`config.mk`:
```
export PLATFORM = sky130hd
export DESIGN_NAME = tlv_option_field_parser
export DESIGN_NICKNAME = d
export VERILOG_FILES = /design/src/rtl/tlvp_pkg.sv /design/src/rtl/tlvp_step.sv /design/src/rtl/tlv_option_field_parser.sv
export SDC_FILE = /design/constraint.sdc
export NUM_CORES = 1
export LEC_CHECK = 0
export BUFFER_PORTS_ARGS = -buffer_cell sky130_fd_sc_hd__buf_2
export CAP_MARGIN = 10
export CORE_ASPECT_RATIO = 2
export CORE_MARGIN = 2
export CORE_UTILIZATION = 61
export CTS_CLUSTER_DIAMETER = 120
export CTS_CLUSTER_SIZE = 40
export DETAILED_ROUTE_END_ITERATION = 7
export PLACE_DENSITY_LB_ADDON = 0.2
export SYNTH_ARGS = -nofsm -noshare
export SYNTH_HDL_FRONTEND = slang
export SYNTH_HIERARCHICAL = 1
export SYNTH_SLANG_ARGS = --single-unit
```
`constraint.sdc`:
```
create_clock -name clk -period 4.4 [get_ports clk]
set_input_delay 0.66 -clock clk [delete_from_list [all_inputs] [get_ports clk]]
set_output_delay 0.66 -clock clk [all_outputs]
set_load 0.01 [all_outputs]
```
`src/rtl/tlvp_pkg.sv`:
```
// Package for the type-length-value option parser.
// Shared types, codes and the type classification function; no dependencies.
package tlvp_pkg;

  localparam int USER_LENGTH_BYTES = 4;
  localparam int PORT_BYTES        = 2;

  typedef enum logic [1:0] {
    PH_TYPE = 2'd0,
    PH_LEN  = 2'd1,
    PH_VAL  = 2'd2,
    PH_DONE = 2'd3
  } phase_t;

  typedef enum logic [2:0] {
    CL_OTHER  = 3'd0,
    CL_DOMAIN = 3'd1,
    CL_PORT   = 3'd2,
    CL_USER   = 3'd3,
    CL_END    = 3'd4
  } cls_t;

  localparam logic [2:0] KIND_NONE     = 3'd0;
  localparam logic [2:0] KIND_DOM_LEN  = 3'd1;
  localparam logic [2:0] KIND_DOM_BYTE = 3'd2;
  localparam logic [2:0] KIND_PORT     = 3'd3;
  localparam logic [2:0] KIND_USER_LEN = 3'd4;
  localparam logic [2:0] KIND_END      = 3'd5;

  localparam logic [1:0] ST_END_SEEN = 2'd0;
  localparam logic [1:0] ST_NO_END   = 2'd1;
  localparam logic [1:0] ST_CUT      = 2'd2;
  localparam logic [1:0] ST_SHORT    = 2'd3;

  localparam logic [1:0] REG_DOMAIN_TYPE = 2'd0;
  localparam logic [1:0] REG_PORT_TYPE   = 2'd1;
  localparam logic [1:0] REG_USER_TYPE   = 2'd2;
  localparam logic [1:0] REG_END_TYPE    = 2'd3;

  typedef struct packed {
    logic [7:0] data_byte;
    logic       last_byte;
  } tlvp_in_t;

  typedef struct packed {
    logic [2:0]  result_kind;
    logic [31:0] result_value;
    logic        last_domain_byte;
    logic        frame_done;
    logic [1:0]  frame_status;
  } tlvp_out_t;

  typedef struct packed {
    logic [7:0] domain_type_code;
    logic [7:0] port_type_code;
    logic [7:0] user_length_type_code;
    logic [7:0] end_type_code;
  } type_codes_t;

  typedef struct packed {
    phase_t      phase;
    logic [7:0]  opt_type;
    logic [7:0]  remaining;
    logic [7:0]  value_index;
    logic [31:0] acc;
    logic        short_seen;
  } parse_state_t;

  function automatic cls_t classify(input logic [7:0] t, input type_codes_t c);
    cls_t r;
    if (t == c.domain_type_code) r = CL_DOMAIN;
    else if (t == c.port_type_code) r = CL_PORT;
    else if (t == c.user_length_type_code) r = CL_USER;
    else if (t == c.end_type_code) r = CL_END;
    else r = CL_OTHER;
    return r;
  endfunction

endpackage

```
`src/rtl/tlvp_step.sv`:
```
// Per-byte parse step: next parser state and the result for one buffer byte.
// Purely combinational; uses tlvp_pkg.
module tlvp_step import tlvp_pkg::*; (
  input  parse_state_t st,
  input  type_codes_t  codes,
  input  tlvp_in_t     item,
  output parse_state_t st_nxt,
  output logic         emit,
  output tlvp_out_t    res
);

  cls_t         cls_b;
  cls_t         cls_cur;
  parse_state_t s;
  logic         cut;
  logic [7:0]   rem_dec;
  logic [7:0]   idx_inc;

  assign cls_b   = classify(item.data_byte, codes);
  assign cls_cur = classify(st.opt_type, codes);
  assign rem_dec = st.remaining - 8'd1;
  assign idx_inc = st.value_index + {7'd0, (st.value_index != 8'hFF)};

  always_comb begin
    s    = st;
    cut  = 1'b0;
    emit = 1'b0;
    res  = '0;
    case (st.phase)
      PH_TYPE: begin
        s.opt_type = item.data_byte;
        if (cls_b == CL_END) begin
          res.result_kind = KIND_END;
          emit            = 1'b1;
          s.phase         = PH_DONE;
        end else begin
          s.phase = PH_LEN;
          cut     = item.last_byte;
        end
      end
      PH_LEN: begin
        s.remaining   = item.data_byte;
        s.value_index = '0;
        s.acc         = '0;
        if (cls_cur == CL_DOMAIN) begin
          res.result_kind  = KIND_DOM_LEN;
          res.result_value = {24'd0, item.data_byte};
          emit             = 1'b1;
        end
        if (item.data_byte == 8'd0) begin
          if (cls_cur == CL_PORT || cls_cur == CL_USER) s.short_seen = 1'b1;
          s.phase = PH_TYPE;
        end else begin
          s.phase = PH_VAL;
          cut     = item.last_byte;
        end
      end
      PH_VAL: begin
        s.remaining = rem_dec;
        if (cls_cur == CL_DOMAIN) begin
          res.result_kind      = KIND_DOM_BYTE;
          res.result_value     = {24'd0, item.data_byte};
          res.last_domain_byte = (rem_dec == 8'd0);
          emit                 = 1'b1;
        end else if (cls_cur == CL_PORT) begin
          if (st.value_index < 8'(PORT_BYTES))
            s.acc = {16'd0, st.acc[7:0], item.data_byte};
        end else if (cls_cur == CL_USER) begin
          if (st.value_index < 8'(USER_LENGTH_BYTES)) begin
            case (st.value_index[1:0])
              2'd0:    s.acc[7:0]   = st.acc[7:0]   | item.data_byte;
              2'd1:    s.acc[15:8]  = st.acc[15:8]  | item.data_byte;
              2'd2:    s.acc[23:16] = st.acc[23:16] | item.data_byte;
              default: s.acc[31:24] = st.acc[31:24] | item.data_byte;
            endcase
          end
        end
        s.value_index = idx_inc;
        if (rem_dec == 8'd0) begin
          if (cls_cur == CL_PORT) begin
            if (idx_inc >= 8'(PORT_BYTES)) begin
              res.result_kind  = KIND_PORT;
              res.result_value = s.acc;
              emit             = 1'b1;
            end else begin
              s.short_seen = 1'b1;
            end
          end else if (cls_cur == CL_USER) begin
            if (idx_inc >= 8'(USER_LENGTH_BYTES)) begin
              res.result_kind  = KIND_USER_LEN;
              res.result_value = s.acc;
              emit             = 1'b1;
            end else begin
              s.short_seen = 1'b1;
            end
          end
          s.phase = PH_TYPE;
        end else begin
          cut = item.last_byte;
        end
      end
      default: begin
      end
    endcase

    st_nxt = s;
    if (item.last_byte) begin
      res.frame_done = 1'b1;
      if (cut) res.frame_status = ST_CUT;
      else if (s.short_seen) res.frame_status = ST_SHORT;
      else if (s.phase == PH_DONE) res.frame_status = ST_END_SEEN;
      else res.frame_status = ST_NO_END;
      emit   = 1'b1;
      st_nxt = '{phase: PH_TYPE, default: '0};
    end
  end

endmodule

```
`src/rtl/tlv_option_field_parser.sv`:
```
// Top level of the type-length-value option parser: input register, parser
// state, type code registers and result register. Uses tlvp_pkg and tlvp_step.
//
// Takes one option buffer byte per cycle while in_stall is low, flagged on the
// buffer's last byte, and returns at most one result per byte; a byte passes
// through the input register, then the parse step into the result register.
// in_stall is raised only while the result register is full and stalled and
// the byte in the input register has a result to deliver. The user must write
// type codes through cfg_* only while no bytes are in flight; the block itself
// does not enforce this.
module tlv_option_field_parser import tlvp_pkg::*; (
  input  logic       clk,
  input  logic       rst_n,
  input  logic       cfg_we,
  input  logic [1:0] cfg_index,
  input  logic [7:0] cfg_wdata,
  input  logic       in_valid,
  output logic       in_stall,
  input  tlvp_in_t   in_data,
  output logic       out_valid,
  input  logic       out_stall,
  output tlvp_out_t  out_data
);

  type_codes_t  codes_r;
  logic         s1_valid_r;
  tlvp_in_t     s1_data_r;
  parse_state_t state_r;
  parse_state_t state_nxt;
  logic         out_valid_r;
  tlvp_out_t    out_data_r;
  logic         step_emit;
  tlvp_out_t    step_res;
  logic         advance;
  logic         out_free;
  logic         in_take;

  tlvp_step u_step (
    .st     (state_r),
    .codes  (codes_r),
    .item   (s1_data_r),
    .st_nxt (state_nxt),
    .emit   (step_emit),
    .res    (step_res)
  );

  assign out_free = !out_valid_r || !out_stall;
  assign advance  = s1_valid_r && (!step_emit || out_free);
  assign in_stall = s1_valid_r && !advance;
  assign in_take  = in_valid && !in_stall;

  always_ff @(posedge clk) begin
    if (!rst_n) begin
      codes_r <= '{domain_type_code: 8'd1, port_type_code: 8'd2,
                   user_length_type_code: 8'd3, end_type_code: 8'd0};
    end else if (cfg_we) begin
      case (cfg_index)
        REG_DOMAIN_TYPE: codes_r.domain_type_code      <= cfg_wdata;
        REG_PORT_TYPE:   codes_r.port_type_code        <= cfg_wdata;
        REG_USER_TYPE:   codes_r.user_length_type_code <= cfg_wdata;
        REG_END_TYPE:    codes_r.end_type_code         <= cfg_wdata;
        default: begin
        end
      endcase
    end
  end

  always_ff @(posedge clk) begin
    if (!rst_n) begin
      s1_valid_r <= 1'b0;
      state_r    <= '{phase: PH_TYPE, default: '0};
    end else begin
      if (in_take) s1_valid_r <= 1'b1;
      else if (advance) s1_valid_r <= 1'b0;
      if (advance) state_r <= state_nxt;
    end
  end

  always_ff @(posedge clk) begin
    if (in_take) s1_data_r <= in_data;
  end

  always_ff @(posedge clk) begin
    if (!rst_n) begin
      out_valid_r <= 1'b0;
    end else if (advance && step_emit) begin
      out_valid_r <= 1'b1;
    end else if (!out_stall) begin
      out_valid_r <= 1'b0;
    end
  end

  always_ff @(posedge clk) begin
    if (advance && step_emit) out_data_r <= step_res;
  end

  assign out_valid = out_valid_r;
  assign out_data  = out_data_r;

`ifndef SYNTHESIS
  a_frame_clears: assert property (@(posedge clk) disable iff (!rst_n)
    (advance && s1_data_r.last_byte) |=> (state_r.phase == PH_TYPE && !state_r.short_seen))
    else $error("parser state not cleared after buffer end");

  a_status_only_on_done: assert property (@(posedge clk) disable iff (!rst_n)
    (out_valid_r && !out_data_r.frame_done) |-> (out_data_r.frame_status == ST_END_SEEN))
    else $error("frame status on a result that does not close the buffer");

  a_ldb_domain_only: assert property (@(posedge clk) disable iff (!rst_n)
    (out_valid_r && out_data_r.last_domain_byte) |-> (out_data_r.result_kind == KIND_DOM_BYTE))
    else $error("last domain byte mark on a non-domain result");

  a_no_stall_when_empty: assert property (@(posedge clk) disable iff (!rst_n)
    !s1_valid_r |-> !in_stall)
    else $error("input stalled with empty input register");
`endif

endmodule

```
==> results of run 1 <==
-- worst paths after layout --
path	start	to	cells after the start
worst min-delay path	in_data[5]	s1_data_r[5]	1
worst max register to register	state_r[39]	state_r[26]	14
worst min register to register	state_r[9]	state_r[9]	2
worst max-delay path	state_r[39]	in_stall	14
-- logic make-up (layout without fill, tap and decap cells) --
kind of cell | after synthesis | in the layout | share of synthesized area [%]
adder cells (fa/ha/maj) | 9 | 9 | 1.38
XOR/XNOR | 58 | 58 | 6.21
AO/OA/AOI/OAI | 147 | 147 | 13.6
flip-flops | 141 | 141 | 40.4
AND/OR/NAND/NOR | 351 | 351 | 21.2
multiplexers | 100 | 100 | 12.2
buffers and inverters | 82 | 120 | 5.04
-- metrics by stage --
step	util (%)	power, uW
after detailed placement	64.5	1710
after CTS	68.9	3090
after global placement	64.5	1710
final	69.1	3080
after floorplan	-	1630
after global routing	69.1	3170
-- layout make-up --
cell class                 instances  area (um^2)  area share, %
sequential                       141         3310           36.7
timing repair buffer              78          440           4.88
clock inverter                    15          146           1.62
multi-input combinational        665         4480           49.6
clock buffer                      17          425           4.71
inverter                          10         37.5          0.416
tap                              152          190           2.11
-- cell usage after synthesis (all sizes together), types with 4 or more instances --
| master | instances | area [um^2] |
|---|---|---|
| a21oi | 15 | 75.1 |
| a22o | 30 | 263 |
| a22oi | 25 | 188 |
| a31oi | 6 | 52.6 |
| a32o | 5 | 50.1 |
| and2 | 7 | 46.3 |
| and3 | 8 | 51.3 |
| buf | 42 | 262 |
| clkbuf | 30 | 113 |
| dfxtp | 93 | 1860 |
| edfxtp | 48 | 1440 |
| ha | 9 | 113 |
| inv | 10 | 37.5 |
| mux2i | 100 | 1000 |
| nand2 | 178 | 671 |
| nand2b | 4 | 27.5 |
| nand3 | 14 | 97.6 |
| nand4 | 20 | 131 |
| nor2 | 58 | 230 |
| nor2b | 31 | 194 |
| nor3 | 11 | 75.1 |
| nor4 | 8 | 80.1 |
| o21ai | 36 | 180 |
| xnor2 | 42 | 368 |
| xor2 | 16 | 140 |
-- power by group through the flow --
stage	sequential (uW)	combinational, uW	clock, uW
after floorplan	1430	204	0
after global placement	1440	270	0
after detailed placement	1440	278	0
after CTS	1410	279	1400
after global routing	1410	301	1460
final	1410	282	1390
-- critical path, delay by kind of cell (launching register included) --
| kind | cells | cell delay, ns |
|---|---|---|
| simple gates | 10 | 1.79 |
| fa+ha+maj | 2 | 0.54 |
| flops | 1 | 0.44 |
| compound gates | 1 | 0.21 |
| buf+inv | 1 | 0.14 |
-- repair_timing --
item / in CTS / in global routing
cloned: 0 / 0
gates resized for setup: 3 / 6
hold endpoints to repair: 0 / 0
setup endpoints to repair: 1 / 1
buffers inserted: 0 / 0
-- state kept, by name (all words and copies together), names as in the netlist --
signal and count:
out_valid 1, out_data 39, codes_r 32, s1_valid_r 1, state_r 59, s1_data_r 9
-- layer usage --
layer	vias up	routed length, um	global-route usage (%)
met5	-	0	0
met4	0	1260	19.1
met3	92	1150	4.93
met2	317	10800	51.3
met1	3205	7210	29.4
li1	3171	-	-
==> impl_metrics.tcl, run 1 <==
set metrics [dict create \
    io_pins 65 \
    start_util_pct 62.6 \
    p_sw_share_pct 27.6 \
    status "complete, but fails checks" \
    cts_buffer_depth 2 \
    overflow 0 \
    nFillCells 996 \
    core-area_mm2 0.0131 \
    setup_slack_ns 0.194 \
    synth_flop_cell "dfxtp_1" \
    synth_edf_count 48 \
    grt_pass1_wl_um 32500 \
    synth.avg_cell_area_um2 9.21 \
    tightest_slew_ns 1.10 \
    syn-num-nets 921 \
    insertedDiodeCount 0 \
    clk_latency_ns 0.43 \
    place_ws_ns 0.388 \
    dp_cells 1046 \
    hold_viol_final 0 \
    p_seq_share_pct 45.7 \
    slew_headroom_pct 26.9 \
    cts-root-buf "clkbuf_16" \
    routed_wl_um 20400 \
    design_area_mm2 0.00903 \
    timing.fmax_mhz 238 \
    final_nets 946 \
    pwr-share-comb_pct 9.2 \
    layout_common_cells "nand2_1 (177), mux2i_1 (100), dfxtp_1 (89), buf_2 (63), nor2_1 (55)" \
    dpl-instance-area_mm2 0.00843 \
    vias_per_cell 6.29 \
    hold_ws_ns 0.404 \
    global_route.usage.total_pct 28.6 \
    r2r_setup_slack_ns 0.57 \
    dp_hpwl_um 13700 \
    ys_ff_latch 141 \
    ys_async_sr_fraction_pct 0 \
    drv_cap 0 \
    area_growth_pct 10.4 \
    clock_sinks 141 \
    finalWeightedCongestion 0.907 \
    fin_crit_sh_pct 95.6 \
    syn_inst 888 \
    synth_cell_types 70 \
    hold_path_class "input port to flop" \
    path_class "flop to output pin" \
    fin_tns_setup_ns 0 \
    skew_ns 0.00871 \
    ir_drop_mv 0.277 \
    cp_slowest_cell "dfxtp_1" \
    violations "design-rule violations" \
    leakage_uw 0.00321 \
    die_h_um 168 \
    wire_per_inst_um 18.9 \
    worstPathCellList "and3_1 -> nand4_1 -> ha_1 -> ha_2 -> nor4b_1 -> nand3_1 -> nand3_2 -> or3b_4 -> nand4_1 -> a41o_1 -> nand2_1 -> nand2_1 -> nor2_1 -> buf_2" \
    cp_max_fo 7 \
    drive_above_1_share_pct 15.9 \
    setup.worst_path.start_class "flop" \
    fin_cells 1078 \
    ctsHoldBuffers 0 \
    dr.pass1.iters 8 \
    placement.io_buffers 64 \
    grt_max_degree 119 \
    dieArea_mm2 0.0144 \
    switching_power_uw 852 \
    cts_tree "yes" \
    antenna_found_initial 0 \
    power.internal_uw 2230 \
    drt_iter0_drc 565 \
    numCtsBuffers 17 \
    power_density_mw_per_mm2 342 \
    ant_nets 0 \
    crit_arrival_ns 3.55 \
    vias 6785 \
    fin_crit_ns 4.21 \
    setup_viol_count_final 0 \
    die_w_um 85.9 \
    cp-end-kind "output pin" \
    drc 8 \
    power_frac_clock_pct 45.2 \
    max_stage_delay_ns 0.44 \
    grt_pass1_vias 6666 \
    final_common_cell "nand2_1" \
    htreeDepth 4 \
    rows 59 \
    syn_area_mm2 0.00817 \
    slew_viol_final 0 \
    rsz0062_at_grt "no" \
    ys.warnings.count 6 \
    worstPathRequired_ns 3.74 \
    cts.reportedPaths.clkPinSlew_ns 0.07 \
    seq_area_frac_synth_pct 40.4 \
]
Note: power is estimated with default switching activity, not from simulation.
==> run 2, diff against run 1 <==
Settings changed: PLACE_DENSITY set to 0.8, PLACE_DENSITY_LB_ADDON 0.2 to not set.
==> run 2 against run 1 <==
Compared with the run above: the flow still finishes with violations (design-rule violations); sequential cell count unchanged; sequential share of layout area down 0.16 points; clock power about the same; die area unchanged; sequential power about the same; hold slack better by 0.0027 ns; register-to-register slack better by 0.07 ns; first-iteration DRC count down 15%; largest cell class unchanged; highest routed layer unchanged.
==> impl_metrics.tcl, run 2 (synthesis gave the netlist of run 1 again) <==
set metrics [dict create \
    status "complete, but fails checks" \
    violations "design-rule violations" \
    placement.io_buffers 64 \
    die_h_um 168 \
    insertedDiodeCount 0 \
    fin_crit_ns 4.15 \
    drt-met1-wl_um 7250 \
    wire_per_inst_um 18.4 \
    cts_setup_buffers 0 \
    cts_tree "yes" \
    cts.reportedPaths.clkPinSlew_ns 0.07 \
    worstPathRequired_ns 3.74 \
    worstPathCellList "and3_4 -> nand4_1 -> ha_1 -> ha_2 -> nor4b_1 -> nand3_1 -> nand3_2 -> or3b_4 -> nand4_1 -> a41o_1 -> nand2_1 -> nand2_1 -> nor2_2 -> buf_2" \
    power.total_uw 3080 \
    path_class "flop to output pin" \
    setup_viol_count_final 0 \
    start_util_pct 62.6 \
    grt_max_degree 66 \
    setup_slack_ns 0.248 \
    htreeDepth 4 \
    p_sw_share_pct 27.5 \
    drv_cap 0 \
    antenna_found_initial 0 \
    p_seq_share_pct 45.8 \
    tightest_slew_ns 0.891 \
    switching_power_uw 846 \
    slew_headroom_pct 40.6 \
    global_route.usage.total_pct 28.2 \
    rsz0062_at_grt "no" \
    timing.fmax_mhz 241 \
    power.internal_uw 2230 \
    area_growth_pct 10.8 \
    cp_slowest_cell "dfxtp_2" \
    clk_latency_ns 0.42 \
    power_density_mw_per_mm2 340 \
    grt_pass1_wl_um 31900 \
    met2_length_um 10600 \
    max_flop_register "state_r" \
    vias 6700 \
    fin_crit_sh_pct 94.4 \
    hold_path_class "input port to flop" \
    grt_pass1_vias 6509 \
    power_frac_clock_pct 45.1 \
    crit_arrival_ns 3.49 \
    io_pins 65 \
    fin_tns_setup_ns 0 \
    path_buf_inv 1 \
    cts-root-buf "clkbuf_16" \
    rows 59 \
    setup.worst_path.start_class "flop" \
    final_common_cell "nand2_1" \
    clock_sinks 141 \
    cts_buffer_depth 2 \
    ir_drop_mv 0.414 \
    cp-end-kind "output pin" \
    leakage_uw 0.00323 \
    die_w_um 85.9 \
    overflow 0 \
    finalWeightedCongestion 0.924 \
    ant_nets 0 \
    numCtsBuffers 17 \
    drc 9 \
    drive_above_1_share_pct 16.1 \
    skew_ns 0.0103 \
    ctsHoldBuffers 0 \
    top_layer_used "met4" \
    slew_viol_final 0 \
    pwr-share-comb_pct 9.1 \
    cp_top_family "simple AND/OR/NAND/NOR gates" \
    wl_met3_um 942 \
    layout_common_cells "nand2_1 (177), mux2i_1 (100), dfxtp_1 (91), buf_2 (63), nor2_1 (54)" \
    vias_per_cell 6.19 \
    hold_viol_final 0 \
    place_ws_ns 0.347 \
    max_stage_delay_ns 0.43 \
    cp_max_fo 11 \
    core-area_mm2 0.0131 \
    routed_wl_um 19900 \
    dieArea_mm2 0.0144 \
    dp_hpwl_um 13400 \
    dr.pass1.iters 8 \
    drt_iter0_drc 481 \
    largest_reg_flops 59 \
    hold_ws_ns 0.407 \
    final_nets 950 \
]
## run 2: cell count changes in the layout (fill, tap and decap cells not counted), sizes merged
cell / change
clkinv: -2
inv: +1
buf: +4
clkinvlp: +1
## run 2: routing by layer
| layer | global-route usage [%] | up-vias |
|---|---|---|
| li1 | - | 3190 |
| met5 | 0 | - |
| met4 | 17.2 | 0 |
| met1 | 28.8 | 3196 |
| met3 | 5.52 | 71 |
| met2 | 51.1 | 243 |
## run 2: layout make-up
class / instances / area (um^2)
Multi-Input combinational cell: 665 / 4480
Fill cell: 979 / 4010
Sequential cell: 141 / 3310
Timing Repair Buffer: 82 / 483
Clock buffer: 17 / 425
Tap cell: 152 / 190
Clock inverter: 15 / 143
Inverter: 10 / 37.5
## run 2: metrics by stage
stage / area [um^2] / util [%] / std cells
floorplan: 8170 / - / 888
global placement: 8470 / 64.9 / 1050
detailed placement: 8470 / 64.9 / 1050
CTS: 9040 / 69.2 / 1082
global route: 9060 / 69.3 / 1082
finish: 9060 / 69.3 / 1082
## run 2: power groups by stage
stage | combinational, uW | clock, uW | sequential (uW)
floorplan | 204 | 0 | 1430
global placement | 269 | 0 | 1440
detailed placement | 275 | 0 | 1440
CTS | 276 | 1400 | 1410
global route | 298 | 1450 | 1410
finish | 280 | 1390 | 1410
## run 2: final timing paths
check	endpoint	cells after the start	startpoint	slack [ns]
setup / recovery	in_stall	14	state_r[36]	0.25
hold / removal	s1_data_r[3]	1	in_data[3]	0.41
setup reg to reg	state_r[38]	14	state_r[36]	0.64
hold reg to reg	state_r[28]	2	state_r[28]	0.47
## run 2: what timing repair did
item / 4_1_cts / 5_1_grt
endpoints found under the setup margin: 1 / 1
pin swaps: 0 / 0
resized for setup: 2 / 5
==> run 3, diff against run 2 <==
Settings changed: CORE_UTILIZATION 61 to 60, CTS_BUF_LIST set to sky130_fd_sc_hd__clkbuf_16, PLACE_DENSITY 0.8 to 0.79.
==> run 3 against run 2 <==
Compared with the run above: the run now ends clean; fmax decreased by 0.99%; hold slack improved by 0.0091 ns; combinational power about the same; first-iteration DRC count is 7.3% higher; critical path depth unchanged.
==> impl_metrics.tcl, run 3 (synthesis gave the netlist of run 1 again) <==
set metrics [dict create \
    status "finished clean" \
    clk_latency_ns 0.42 \
    drt_iter0_drc 516 \
    die_h_um 169 \
    final_common_cell "nand2_1" \
    ant_nets 0 \
    die_w_um 86.5 \
    r2r_cells 14 \
    skew_ns 0.0115 \
    htreeDepth 4 \
    setup.worst_path.start_class "flop" \
    power_density_mw_per_mm2 346 \
    start_util_pct 61.2 \
    path_class "flop to output pin" \
    io_pins 65 \
    cp_slowest_cell "dfxtp_2" \
    drive_above_1_share_pct 15.8 \
    slew_viol_final 0 \
    overflow 0 \
    wire_per_inst_um 18.4 \
    vias 6679 \
    numCtsBuffers 17 \
    slew_headroom_pct 39.8 \
    routed_wl_um 19900 \
    cts.reportedPaths.clkPinSlew_ns 0.06 \
    tightest_slew_ns 0.903 \
    cts-root-buf "clkbuf_16" \
    timing.fmax_mhz 238 \
    holdPathStages 1 \
    fin_crit_sh_pct 95.3 \
    placement.io_buffers 64 \
    cp-end-kind "output pin" \
    cts_tree "yes" \
    setup_viol_count_final 0 \
    vias_per_cell 6.16 \
    core-area_mm2 0.0134 \
    grt_pass1_wl_um 31500 \
    antenna_found_initial 1 \
    fin_crit_ns 4.19 \
    hold_ws_ns 0.416 \
    fin_util_pct 68.0 \
    clock_sinks 141 \
    nFillCells 1077 \
    insertedDiodeCount 0 \
    global_route.usage.total_pct 27.4 \
    crit_top_cell "nand2_1" \
    drc 0 \
    final_nets 950 \
    rsz0062_at_grt "no" \
    finalWeightedCongestion 0.937 \
    ctsHoldBuffers 0 \
    cp_max_fo 11 \
    area_growth_pct 11.2 \
    largest_reg_flops 59 \
    rows 60 \
    leakage_uw 0.00324 \
    ir_drop_mv 0.280 \
    hold_path_class "input port to flop" \
    dp_hpwl_um 13400 \
    fin_tns_setup_ns 0 \
    drv_cap 0 \
    grt_pass1_vias 6496 \
    layout_common_cells "nand2_1 (177), mux2i_1 (100), dfxtp_1 (89), buf_2 (63), nor2_1 (55)" \
    grt_max_degree 61 \
    dieArea_mm2 0.0146 \
    max_stage_delay_ns 0.42 \
    worstPathCellList "and3_4 -> nand4_1 -> ha_1 -> ha_2 -> xnor2_1 -> a31o_1 -> a31oi_1 -> nand2b_4 -> o211ai_1 -> a41o_1 -> nand2_1 -> nand2_1 -> nor2_1 -> buf_2" \
    dr.pass1.iters 7 \
    hold_viol_final 0 \
    worstPathRequired_ns 3.74 \
    crit_arrival_ns 3.53 \
    cts_buffer_depth 2 \
    max_flop_register "state_r" \
]
==> run 3: cell count changes in the layout (fill, tap and decap cells not counted) <==
cell,before,now
nor2_2,3,2
bufinv_16,0,3
clkinv_1,0,2
dfxtp_2,2,4
dfxtp_1,91,89
inv_1,9,11
clkinvlp_4,2,3
inv_8,7,0
nor2_1,54,55
clkinv_2,1,0
==> run 3: per-stage QoR <==
| step | instance area [um^2] | instances | total power (uW) | setup WS [ns] |
|---|---|---|---|---|
| floorplan | 8170 | 888 | 1630 | 0.452 |
| detailed placement | 8480 | 1053 | 1710 | 0.417 |
| finish | 9090 | 1085 | 3150 | 0.206 |
| CTS | 9080 | 1085 | 3160 | 0.0184 |
| global route | 9090 | 1085 | 3240 | 0.0259 |
| global placement | 8480 | 1053 | 1710 | 0.477 |
==> run 3: critical path, delay by kind of cell (launching register included) <==
| family | cells | cell delay, ns |
|---|---|---|
| flops | 1 | 0.42 |
| fa+ha+maj | 2 | 0.52 |
| xor+xnor | 1 | 0.14 |
| buf+inv | 1 | 0.16 |
| compound gates | 4 | 0.87 |
| simple gates | 6 | 0.97 |
==> run 3: routing by layer <==
metal | GRT usage (%) | part of all wire, % | vias to the layer above
met2 | 49.8 | 54 | 231
met3 | 4.29 | 4.3 | 65
met5 | 0 | 0 | -
li1 | - | - | 3190
met1 | 28.6 | 36 | 3193
met4 | 16.8 | 5.3 | 0
==> run 3: what timing repair did <==
item | in CTS | in global routing
setup buffers | 0 | 0
endpoints found under the setup margin | 1 | 1
gates resized for setup | 1 | 7
gates cloned | 0 | 0
endpoints found under the hold margin | 0 | 0
==> run 3: worst paths after layout <==
kind	startpoint	end	slack, ns
worst max-delay path	state_r[36]	in_stall	0.21
worst min-delay path	in_data[5]	s1_data_r[5]	0.42
worst max register to register	state_r[36]	state_r[54]	0.62
worst min register to register	state_r[11]	state_r[11]	0.48
==> run 3: power breakdown <==
part           total, uW  internal, uW  switching, uW
registers           1410          1370           36.8
clock network       1460           891            565
logic                280           105            175
total               3150          2370            777
==> run 3: cell type report <==
class	instances	area (um^2)	share of cell area, %
clock buffer	17	425	4.68
clock inverter	15	171	1.89
inverter	10	37.5	0.413
multi-input combinational	665	4470	49.2
sequential	141	3310	36.4
tap	155	194	2.13
timing repair buffer	82	483	5.31
